File: config.mk
export PLATFORM = sky130hd
export DESIGN_NAME = wkb_zm_linestring_parser_flat
export DESIGN_NICKNAME = d
export VERILOG_FILES = /design/src/design/wkb_pkg.sv /design/src/design/wkb_if.sv /design/src/design/wkb_zm_linestring_parser.sv /design/src/design/wkb_front.sv /design/src/design/wkb_back.sv /design/src/flat_wrapper.sv
export SDC_FILE = /design/constraint.sdc
export NUM_CORES = 2
export LEC_CHECK = 0
export CORE_UTILIZATION = 50
export CTS_CLUSTER_SIZE = 16
export DETAILED_ROUTE_END_ITERATION = 7
export DONT_BUFFER_PORTS = 1
export GPL_TIMING_DRIVEN = 0
export PLACE_DENSITY_LB_ADDON = 0.3
export SLEW_MARGIN = 20
export SYNTH_ARGS = -nofsm -noshare
export SYNTH_HDL_FRONTEND = slang
export SYNTH_SLANG_ARGS = --single-unit
export TNS_END_PERCENT = 20
File: constraint.sdc
create_clock -name i_clk -period 21.5 [get_ports i_clk]
set_clock_uncertainty 0.2 [all_clocks]
set_input_delay 2.15 -clock i_clk [delete_from_list [all_inputs] [get_ports i_clk]]
set_output_delay 2.15 -clock i_clk [all_outputs]
set_load 0.01 [all_outputs]
File: src/design/wkb_pkg.sv
// ----------------------------------------------------------------------------
// WKB ZM linestring parser package
// Shared types, phase codes and status codes.
// ----------------------------------------------------------------------------
package wkb_pkg;

    typedef enum logic [3:0] {
        PH_OUTER_ENDIAN = 4'd0,
        PH_OUTER_TYPE   = 4'd1,
        PH_OUTER_SRID   = 4'd2,
        PH_NLINES       = 4'd3,
        PH_SUB_ENDIAN   = 4'd4,
        PH_SUB_TYPE     = 4'd5,
        PH_SUB_SRID     = 4'd6,
        PH_NPOINTS      = 4'd7,
        PH_COORD        = 4'd8
    } t_phase;

    localparam logic [2:0] ST_OK     = 3'd0;
    localparam logic [2:0] ST_TRUNC  = 3'd1;
    localparam logic [2:0] ST_ENDIAN = 3'd2;
    localparam logic [2:0] ST_NOT_ZM = 3'd3;
    localparam logic [2:0] ST_UNSUP  = 3'd4;

    localparam logic KIND_VERTEX = 1'b0;
    localparam logic KIND_STATUS = 1'b1;

    // One output beat
    typedef struct packed {
        logic        item_kind;
        logic [2:0]  status_code;
        logic [31:0] line_index;
        logic [31:0] point_index;
        logic [63:0] x_bits;
        logic [63:0] y_bits;
        logic [63:0] z_bits;
        logic [63:0] m_bits;
        logic        last_of_run;
    } t_result;

    // One queue entry: results caused by one byte (up to a vertex and a status)
    typedef struct packed {
        logic        has_vertex;
        logic        has_status;
        logic [2:0]  status_code;
        logic [31:0] line_index;
        logic [31:0] point_index;
        logic [63:0] x_bits;
        logic [63:0] y_bits;
        logic [63:0] z_bits;
        logic [63:0] m_bits;
    } t_event;

    localparam int QDEPTH = 2;

endpackage

File: src/design/wkb_if.sv
// ----------------------------------------------------------------------------
// WKB stream interfaces
// Valid/ready channels for input bytes and output results.
// ----------------------------------------------------------------------------
interface wkb_byte_if;
    logic       valid;
    logic       ready;
    logic [7:0] data_byte;
    logic       end_of_stream;
    modport source (output valid, output data_byte, output end_of_stream, input ready);
    modport sink   (input valid, input data_byte, input end_of_stream, output ready);
endinterface

interface wkb_result_if;
    logic        valid;
    logic        ready;
    logic        item_kind;
    logic [2:0]  status_code;
    logic [31:0] line_index;
    logic [31:0] point_index;
    logic [63:0] x_bits;
    logic [63:0] y_bits;
    logic [63:0] z_bits;
    logic [63:0] m_bits;
    logic        last_of_run;
    modport source (output valid, output item_kind, output status_code, output line_index,
                    output point_index, output x_bits, output y_bits, output z_bits,
                    output m_bits, output last_of_run, input ready);
    modport sink   (input valid, input item_kind, input status_code, input line_index,
                    input point_index, input x_bits, input y_bits, input z_bits,
                    input m_bits, input last_of_run, output ready);
endinterface

File: src/design/wkb_zm_linestring_parser.sv
// ----------------------------------------------------------------------------
// WKB ZM linestring parser, top level
// Byte-serial parse of LINESTRING/MULTILINESTRING ZM with vertex and status out.
// ----------------------------------------------------------------------------
// Throughput: one byte per cycle while the queue is not full; each byte's results
// are registered in the queue. A byte that yields a vertex and a status takes two
// output beats; the two-entry queue between the parser and the serializer absorbs
// that and output stalls. Input ready drops only when the queue is full.
// Reset (i_rst_n low, synchronous) returns the parser to the outer endian byte
// and empties the queue; the last byte of a stream does the same for the parser.
module wkb_zm_linestring_parser (
    input  logic          i_clk,
    input  logic          i_rst_n,
    wkb_byte_if.sink      in_ch,
    wkb_result_if.source  out_ch
);

    wkb_pkg::t_event ev;
    logic            ev_any;
    logic            full;
    logic            take;

    // A byte is taken whenever the queue has room for its results.
    assign in_ch.ready = !full;
    assign take        = in_ch.valid && in_ch.ready;

    wkb_front u_front (
        .i_clk       (i_clk),
        .i_rst_n     (i_rst_n),
        .i_take      (take),
        .i_byte      (in_ch.data_byte),
        .i_last      (in_ch.end_of_stream),
        .o_event     (ev),
        .o_event_any (ev_any)
    );

    wkb_back u_back (
        .i_clk   (i_clk),
        .i_rst_n (i_rst_n),
        .i_push  (ev_any),
        .i_event (ev),
        .o_full  (full),
        .res     (out_ch)
    );

    assert property (@(posedge i_clk) disable iff (!i_rst_n)
        (out_ch.valid && !out_ch.ready) |=> out_ch.valid)
        else $error("result beat dropped");

endmodule

File: src/design/wkb_front.sv
// ----------------------------------------------------------------------------
// WKB front end
// Per-byte parser: word assembly, header classification, vertex collection.
// ----------------------------------------------------------------------------
module wkb_front (
    input  logic              i_clk,
    input  logic              i_rst_n,
    input  logic              i_take,
    input  logic [7:0]        i_byte,
    input  logic              i_last,
    output wkb_pkg::t_event   o_event,
    output logic              o_event_any
);

    wkb_pkg::t_phase r_phase, n_phase;
    logic [2:0]  r_pos, n_pos;
    logic        r_big, n_big;
    logic [63:0] r_asm, n_asm;
    logic [31:0] r_type, n_type;
    logic        r_multi, n_multi;
    logic [31:0] r_lines, n_lines;
    logic [31:0] r_pts, n_pts;
    logic [31:0] r_line, n_line;
    logic [31:0] r_point, n_point;
    logic [1:0]  r_csel, n_csel;
    logic [63:0] r_held [3];
    logic        r_fin, n_fin;

    // gather
    logic [63:0] g_base, g_word;
    logic [2:0]  g_pos1;
    logic        g_done4, g_done8;
    logic [31:0] g_w32;

    always_comb begin
        g_base = (r_pos == 3'd0) ? 64'd0 : r_asm;
        if (r_big) g_word = {g_base[55:0], i_byte};
        else       g_word = g_base | ({56'd0, i_byte} << {r_pos, 3'b000});
        g_pos1  = r_pos + 3'd1;
        g_done4 = (r_pos == 3'd3);
        g_done8 = (r_pos == 3'd7);
        g_w32   = g_word[31:0];
    end

    // classification of a type word
    logic        c_sub;
    logic [31:0] c_t, c_base;
    logic        c_hz, c_hm;

    always_comb begin
        c_hz   = c_t[31];
        c_hm   = c_t[30];
        c_base = {24'd0, c_t[7:0]};
        if (!c_hz && !c_hm && c_t >= 32'd3000) begin
            c_base = c_t - 32'd3000; c_hz = 1'b1; c_hm = 1'b1;
        end else if (c_sub && !c_hz && !c_hm && c_t >= 32'd2000) begin
            c_base = c_t - 32'd2000; c_hm = 1'b1;
        end else if (c_sub && !c_hz && !c_hm && c_t >= 32'd1000) begin
            c_base = c_t - 32'd1000; c_hz = 1'b1;
        end
    end

    logic        ev_vtx, ev_st;
    logic [2:0]  ev_code;
    logic        hold_we;

    always_comb begin
        n_phase = r_phase; n_pos = r_pos; n_big = r_big; n_asm = r_asm;
        n_type = r_type; n_multi = r_multi; n_lines = r_lines; n_pts = r_pts;
        n_line = r_line; n_point = r_point; n_csel = r_csel; n_fin = r_fin;
        ev_vtx = 1'b0; ev_st = 1'b0; ev_code = wkb_pkg::ST_OK; hold_we = 1'b0;
        c_sub = (r_phase == wkb_pkg::PH_SUB_TYPE) || (r_phase == wkb_pkg::PH_SUB_SRID);
        c_t = (r_phase == wkb_pkg::PH_OUTER_TYPE || r_phase == wkb_pkg::PH_SUB_TYPE)
              ? g_w32 : r_type;
        if (!r_fin) begin
            unique case (r_phase)
                wkb_pkg::PH_OUTER_ENDIAN, wkb_pkg::PH_SUB_ENDIAN: begin
                    if (i_byte > 8'd1) begin
                        ev_st = 1'b1; ev_code = wkb_pkg::ST_ENDIAN;
                    end else begin
                        n_big = (i_byte == 8'd0);
                        n_pos = 3'd0;
                        n_phase = (r_phase == wkb_pkg::PH_OUTER_ENDIAN)
                                  ? wkb_pkg::PH_OUTER_TYPE : wkb_pkg::PH_SUB_TYPE;
                    end
                end
                wkb_pkg::PH_OUTER_TYPE, wkb_pkg::PH_SUB_TYPE,
                wkb_pkg::PH_OUTER_SRID, wkb_pkg::PH_SUB_SRID: begin
                    n_asm = g_word;
                    n_pos = g_done4 ? 3'd0 : g_pos1;
                    if (g_done4) begin
                        if (r_phase == wkb_pkg::PH_OUTER_TYPE ||
                            r_phase == wkb_pkg::PH_SUB_TYPE) n_type = g_w32;
                        if ((r_phase == wkb_pkg::PH_OUTER_TYPE ||
                             r_phase == wkb_pkg::PH_SUB_TYPE) && g_w32[29]) begin
                            n_phase = (r_phase == wkb_pkg::PH_OUTER_TYPE)
                                      ? wkb_pkg::PH_OUTER_SRID : wkb_pkg::PH_SUB_SRID;
                        end else if (!c_hz || !c_hm) begin
                            ev_st = 1'b1; ev_code = wkb_pkg::ST_NOT_ZM;
                        end else if (c_sub) begin
                            if (c_base != 32'd2) begin
                                ev_st = 1'b1; ev_code = wkb_pkg::ST_UNSUP;
                            end else n_phase = wkb_pkg::PH_NPOINTS;
                        end else if (c_base == 32'd2) begin
                            n_multi = 1'b0; n_line = 32'd0; n_phase = wkb_pkg::PH_NPOINTS;
                        end else if (c_base == 32'd5) begin
                            n_multi = 1'b1; n_phase = wkb_pkg::PH_NLINES;
                        end else begin
                            ev_st = 1'b1; ev_code = wkb_pkg::ST_UNSUP;
                        end
                    end
                end
                wkb_pkg::PH_NLINES: begin
                    n_asm = g_word;
                    n_pos = g_done4 ? 3'd0 : g_pos1;
                    if (g_done4) begin
                        n_lines = g_w32; n_line = 32'd0;
                        if (g_w32 == 32'd0) ev_st = 1'b1;
                        else n_phase = wkb_pkg::PH_SUB_ENDIAN;
                    end
                end
                wkb_pkg::PH_NPOINTS: begin
                    n_asm = g_word;
                    n_pos = g_done4 ? 3'd0 : g_pos1;
                    if (g_done4) begin
                        if (g_w32 == 32'd0) begin
                            // empty line completes at once
                            if (!r_multi) ev_st = 1'b1;
                            else begin
                                n_lines = r_lines - 32'd1; n_line = r_line + 32'd1;
                                if (r_lines == 32'd1) ev_st = 1'b1;
                                else n_phase = wkb_pkg::PH_SUB_ENDIAN;
                            end
                        end else begin
                            n_pts = g_w32; n_point = 32'd0; n_csel = 2'd0;
                            n_phase = wkb_pkg::PH_COORD;
                        end
                    end
                end
                wkb_pkg::PH_COORD: begin
                    n_asm = g_word;
                    n_pos = g_pos1;
                    if (g_done8) begin
                        if (r_csel != 2'd3) begin
                            hold_we = 1'b1; n_csel = r_csel + 2'd1;
                        end else begin
                            ev_vtx = 1'b1; n_csel = 2'd0;
                            n_point = r_point + 32'd1; n_pts = r_pts - 32'd1;
                            if (r_pts == 32'd1) begin
                                if (!r_multi) ev_st = 1'b1;
                                else begin
                                    n_lines = r_lines - 32'd1; n_line = r_line + 32'd1;
                                    if (r_lines == 32'd1) ev_st = 1'b1;
                                    else n_phase = wkb_pkg::PH_SUB_ENDIAN;
                                end
                            end
                        end
                    end
                end
                default: begin
                    ev_st = 1'b1; ev_code = wkb_pkg::ST_UNSUP;
                end
            endcase
        end
        if (ev_st) n_fin = 1'b1;
        if (i_last && !r_fin && !ev_st) begin
            ev_st = 1'b1; ev_code = wkb_pkg::ST_TRUNC;
        end
    end

    always_comb begin
        o_event.has_vertex  = ev_vtx;
        o_event.has_status  = ev_st;
        o_event.status_code = ev_code;
        o_event.line_index  = r_line;
        o_event.point_index = r_point;
        o_event.x_bits      = r_held[0];
        o_event.y_bits      = r_held[1];
        o_event.z_bits      = r_held[2];
        o_event.m_bits      = g_word;
        o_event_any         = i_take && (ev_vtx || ev_st);
    end

    always_ff @(posedge i_clk) begin
        if (!i_rst_n || (i_take && i_last)) begin
            r_phase <= wkb_pkg::PH_OUTER_ENDIAN;
            r_pos <= '0; r_big <= 1'b0; r_asm <= '0; r_type <= '0; r_multi <= 1'b0;
            r_lines <= '0; r_pts <= '0; r_line <= '0; r_point <= '0;
            r_csel <= '0; r_fin <= 1'b0;
            r_held[0] <= '0; r_held[1] <= '0; r_held[2] <= '0;
        end else if (i_take) begin
            r_phase <= n_phase; r_pos <= n_pos; r_big <= n_big; r_asm <= n_asm;
            r_type <= n_type; r_multi <= n_multi; r_lines <= n_lines;
            r_pts <= n_pts; r_line <= n_line; r_point <= n_point;
            r_csel <= n_csel; r_fin <= n_fin;
            if (hold_we) r_held[r_csel] <= g_word;
        end
    end

    assert property (@(posedge i_clk) disable iff (!i_rst_n)
        r_fin |-> !(o_event.has_vertex))
        else $error("vertex after stream finished");
    assert property (@(posedge i_clk) disable iff (!i_rst_n)
        (r_phase != wkb_pkg::PH_COORD) |-> !o_event.has_vertex)
        else $error("vertex outside coordinate phase");
    assert property (@(posedge i_clk) disable iff (!i_rst_n)
        (i_take && i_last) |=> (r_phase == wkb_pkg::PH_OUTER_ENDIAN && !r_fin))
        else $error("state not reset after last byte");

endmodule

File: src/design/wkb_back.sv
// ----------------------------------------------------------------------------
// WKB back end
// Event queue and result serializer: one or two beats per event.
// ----------------------------------------------------------------------------
module wkb_back (
    input  logic            i_clk,
    input  logic            i_rst_n,
    input  logic            i_push,
    input  wkb_pkg::t_event i_event,
    output logic            o_full,
    wkb_result_if.source    res
);

    localparam int AW = $clog2(wkb_pkg::QDEPTH);

    wkb_pkg::t_event r_q [wkb_pkg::QDEPTH];
    logic [AW-1:0]   r_wp, r_rp;
    logic [AW:0]     r_cnt, n_cnt;
    logic            r_sub, n_sub;   // vertex of head already sent
    wkb_pkg::t_event head;
    logic            pop, beat;

    always_comb begin
        head = r_q[r_rp];
        beat = res.valid && res.ready;
        pop  = beat && (!head.has_vertex || r_sub || !head.has_status);
        n_sub = r_sub;
        if (beat) n_sub = pop ? 1'b0 : 1'b1;
        n_cnt = r_cnt + {{AW{1'b0}}, i_push} - {{AW{1'b0}}, pop};
        o_full = (r_cnt == (AW+1)'(wkb_pkg::QDEPTH));
    end

    always_comb begin
        res.valid       = (r_cnt != '0);
        res.item_kind   = (head.has_vertex && !r_sub) ? wkb_pkg::KIND_VERTEX
                                                      : wkb_pkg::KIND_STATUS;
        res.last_of_run = !(head.has_vertex && !r_sub && head.has_status);
        if (res.item_kind == wkb_pkg::KIND_VERTEX) begin
            res.status_code = wkb_pkg::ST_OK;
            res.line_index  = head.line_index;
            res.point_index = head.point_index;
            res.x_bits = head.x_bits; res.y_bits = head.y_bits;
            res.z_bits = head.z_bits; res.m_bits = head.m_bits;
        end else begin
            res.status_code = head.status_code;
            res.line_index  = '0; res.point_index = '0;
            res.x_bits = '0; res.y_bits = '0; res.z_bits = '0; res.m_bits = '0;
        end
    end

    always_ff @(posedge i_clk) begin
        if (!i_rst_n) begin
            r_wp <= '0; r_rp <= '0; r_cnt <= '0; r_sub <= 1'b0;
        end else begin
            if (i_push) r_wp <= r_wp + AW'(1);
            if (pop)    r_rp <= r_rp + AW'(1);
            r_cnt <= n_cnt;
            r_sub <= n_sub;
        end
    end

    always_ff @(posedge i_clk) begin
        if (i_push) r_q[r_wp] <= i_event;
    end

    assert property (@(posedge i_clk) disable iff (!i_rst_n)
        r_cnt <= (AW+1)'(wkb_pkg::QDEPTH))
        else $error("queue overflow");
    assert property (@(posedge i_clk) disable iff (!i_rst_n)
        r_sub |-> (r_cnt != '0))
        else $error("split flag without entry");

endmodule
File: src/flat_wrapper.sv
// flat-port wrapper written by rule: the top's interface ports become plain ports
module wkb_zm_linestring_parser_flat 
  (i_clk, i_rst_n, in_ch_valid, in_ch_data_byte, in_ch_end_of_stream, in_ch_ready, out_ch_valid, out_ch_item_kind, out_ch_status_code, out_ch_line_index, out_ch_point_index, out_ch_x_bits, out_ch_y_bits, out_ch_z_bits, out_ch_m_bits, out_ch_last_of_run, out_ch_ready);
  wkb_byte_if in_ch_i ();
  wkb_result_if out_ch_i ();
  input  logic i_clk;
  input  logic i_rst_n;
  input wire logic [$bits(in_ch_i.valid)-1:0] in_ch_valid;
  input wire logic [$bits(in_ch_i.data_byte)-1:0] in_ch_data_byte;
  input wire logic [$bits(in_ch_i.end_of_stream)-1:0] in_ch_end_of_stream;
  output wire logic [$bits(in_ch_i.ready)-1:0] in_ch_ready;
  output wire logic [$bits(out_ch_i.valid)-1:0] out_ch_valid;
  output wire logic [$bits(out_ch_i.item_kind)-1:0] out_ch_item_kind;
  output wire logic [$bits(out_ch_i.status_code)-1:0] out_ch_status_code;
  output wire logic [$bits(out_ch_i.line_index)-1:0] out_ch_line_index;
  output wire logic [$bits(out_ch_i.point_index)-1:0] out_ch_point_index;
  output wire logic [$bits(out_ch_i.x_bits)-1:0] out_ch_x_bits;
  output wire logic [$bits(out_ch_i.y_bits)-1:0] out_ch_y_bits;
  output wire logic [$bits(out_ch_i.z_bits)-1:0] out_ch_z_bits;
  output wire logic [$bits(out_ch_i.m_bits)-1:0] out_ch_m_bits;
  output wire logic [$bits(out_ch_i.last_of_run)-1:0] out_ch_last_of_run;
  input wire logic [$bits(out_ch_i.ready)-1:0] out_ch_ready;
  assign in_ch_i.valid = in_ch_valid;
  assign in_ch_i.data_byte = in_ch_data_byte;
  assign in_ch_i.end_of_stream = in_ch_end_of_stream;
  assign in_ch_ready = in_ch_i.ready;
  assign out_ch_valid = out_ch_i.valid;
  assign out_ch_item_kind = out_ch_i.item_kind;
  assign out_ch_status_code = out_ch_i.status_code;
  assign out_ch_line_index = out_ch_i.line_index;
  assign out_ch_point_index = out_ch_i.point_index;
  assign out_ch_x_bits = out_ch_i.x_bits;
  assign out_ch_y_bits = out_ch_i.y_bits;
  assign out_ch_z_bits = out_ch_i.z_bits;
  assign out_ch_m_bits = out_ch_i.m_bits;
  assign out_ch_last_of_run = out_ch_i.last_of_run;
  assign out_ch_i.ready = out_ch_ready;
  wkb_zm_linestring_parser u_core (.i_clk(i_clk), .i_rst_n(i_rst_n), .in_ch(in_ch_i), .out_ch(out_ch_i));
endmodule
==> metrics.txt <==
vias=30500; worst min path class=reg -> reg; most numerous cell in the Yosys netlist=edfxtp_1; area leader, netlist=edfxtp_1; Final Non-Filler Cells=5205; top cells by area, synth=edfxtp_1 56%, dfxtp_1 11%, mux2i_1 7.3%; Gate Count Post-Synth=3791; I/O pin count=340; DR DRC count=0; Mapped Nets=3826; root buffer cell=clkbuf_16; relative slew slack=17.7%; Rows=110; TritonRoute pass-1 iters=6; Yosys top cell area share=55.5%; Skew-Pair Late Insertion Delay=0.70 ns; Static Leak=0.0175 uW; clock sink count=1084; Finished Core Util=a little under three fifths; layout cell share with drive strength beyond 1=7.65%; CP Capture Type=register; clk buf depth=3; Slew Viols, Final=0; largest net degree at the start of global routing=51; gr usage total=26.6%; crit path from=in_ch_data_byte[3]; CTS Buf Count=roughly 110; CP Max Fanout=50; worst slew pin tran=1.23 ns; maxcap violations=0; HPWL Detailed=between 80000 and 90000 um; # fillers=7360; synth unique cells=88; Setup crit start kind=input pin; Post-synth top cells=842 x edfxtp_1, 833 x nor2_1, 333 x mux2i_1; synthesized area per cell=between 10 and 15 um^2; multi-input logic area=roughly 14000 um^2; mapped cell area=45500 um^2; Area growth, synth to finish=12.5%; GPL Wtd Cong=0.952; CP arrival=~8.9 ns; Core Area=90100 um^2; Detailed Route WL=126000 um; warnings from Yosys=0; Net count, final=3966; DIE WIDTH=304 um; Final Power=approximately 5400 uW; post_cts resized=0; Tmin final=8.72 ns; P per Cell Area=105 nW/um^2; Worst EP required=around 22 ns; DR iter-0 viols=3008; Seq/Total Area, Yosys=66.1%; Synth Flop Type=edfxtp_1; maximum clock frequency=115 MHz; RSZ-0062 raised after global routing=false; outcome=finished clean; Avg WL per Cell=~24 um; share of flip-flops with an asynchronous set or reset=0%; antenna violations before repair=5; Reg clk slew, reported paths=0.06 ns; final worst slack=12.78 ns; Post-CTS Hold Fix Bufs=0; TritonCTS clock tree=built; vias in the first global route=28900; Die Y=304 um; port bufs=0; H-Tree Depth=3; dpl cells=between 4000 and 5000; pre-CTS setup slack=12.20 ns; Worst Min Path Start=u_core.u_front.r_held[2][0]; Final Cycle Share=40.6%; Initial Util=50.5%; ANT nets after route=0; worst ir drop on vdd=0.0000783 V; final setup fails=0; Yosys reg bits=1084; # Post-CTS Setup Buffers=0; setup TNS=0 ns; first-pass GRT wire length=around 180000 um; grt ovf=0; Worst R2R Start=u_core.u_front.r_pos[0]; final hold vios=0; WS Path Type=in -> reg; register area=30100 um^2; die area=approximately 92000 um^2; via-per-instance ratio=between 5 and 6; number of synthesized flops with an enable pin=842
## stage by stage
stage,instance area [um^2],hold slack (ns)
after global routing,51300,0.245
after floorplan,45500,0.221
after global placement,47000,0.222
after CTS,51200,0.235
after detailed placement,47600,0.229
final,51300,0.240
## kinds of logic (layout without fill, tap and decap cells)
| group | after synthesis | after routing | synth area share, % |
|---|---|---|---|
| AND/OR/NAND/NOR | 1350 | 1350 | 12.8 |
| adder cells (fa/ha/maj) | 22 | 22 | 0.604 |
| flip-flops | 1084 | 1084 | 66.1 |
| AO/OA/AOI/OAI | 570 | 570 | 8.31 |
| XOR/XNOR | 69 | 69 | 1.33 |
| multiplexers | 354 | 354 | 7.86 |
| other | 0 | 1 | 0 |
| buffers and inverters | 342 | 579 | 3.00 |
## worst max-delay path, cell delays in order
cell and delay [ns]:
clkbuf_1 0.36, a22oi_2 1.02, a21oi_1 0.23, buf_2 0.27, a211oi_1 0.29, o21a_1 0.24, a31oi_2 0.26, a311oi_1 0.87
nor2_1 0.11, nand3_1 0.15, a21boi_0 0.22, a31oi_1 0.49, and2_4 0.62, buf_16 0.31, buf_16 0.28, buf_16 0.29
buf_16 0.29, buf_12 0.26
## final timing paths
check | depth (start not counted) | end | slack (ns)
max | 18 | u_core.u_back.r_q[0][28] | 12.78
min | 0 | u_core.u_back.r_q[0][64] | 0.24
max reg2reg | 22 | u_core.u_back.r_q[0][28] | 13.28
min reg2reg | 0 | u_core.u_back.r_q[0][64] | 0.24
## state kept, by name, summed over array words and instances (netlist names), 2 cells and up, named ones only
name and flops:
u_core.u_back.r_cnt 2, u_core.u_back.r_q 650, u_core.u_front.r_asm 64, u_core.u_front.r_csel 2, u_core.u_front.r_held 192, u_core.u_front.r_line 32
u_core.u_front.r_lines 32, u_core.u_front.r_phase 4, u_core.u_front.r_point 32, u_core.u_front.r_pos 3, u_core.u_front.r_pts 32, u_core.u_front.r_type 32
## power by group
group | total (uW) | switching, uW | internal (uW)
registers | 2560 | 53.0 | 2500
clock network | 1890 | 802 | 1090
logic | 918 | 674 | 244
total | 5360 | 1530 | 3840
## metal layers
layer	share of wire (%)	GRT usage [%]	vias to the layer above
met2	48	43.5	1259
met3	7.5	5.18	249
met4	4.0	11.5	4
li1	-	-	14000
met1	40	34.7	15000
met5	0.021	0	-
## layout by cell type (no fill, tap or decap), types with 10 or more instances in the layout
master	netlist	routed
a21oi_1	146	146
dfxtp_1	242	242
o22ai_1	17	17
clkinv_1	0	10
o21ai_0	121	121
buf_6	5	10
a22oi_1	55	52
nor2_1	833	833
or4_1	11	11
buf_1	13	13
clkbuf_16	0	111
or3_1	15	15
a22oi_2	14	17
nand2b_1	12	12
ha_1	22	22
a31oi_1	32	32
xor2_1	52	52
a211oi_1	74	74
clkbuf_1	189	218
edfxtp_1	842	842
nor3_1	67	67
nor4_1	25	24
and2_1	23	21
inv_1	102	102
mux2i_1	333	333
clkinv_2	0	23
o211ai_1	23	23
nand3_1	59	59
nand4_1	32	32
buf_2	26	27
mux2_2	13	13
xnor2_1	17	17
and3_1	29	29
buf_16	0	13
nand2_1	201	198
## layout make-up
type,count,area share [%]
multi-input combinational,2365,27.5
clock inverter,55,1.13
sequential,1084,58.8
inverter,106,0.776
buffer,236,1.90
tap,1176,2.87
clock buffer,153,5.86
timing repair buffer,29,1.14
antenna,1,0.00488
Power figures use the tool's default switching activity.
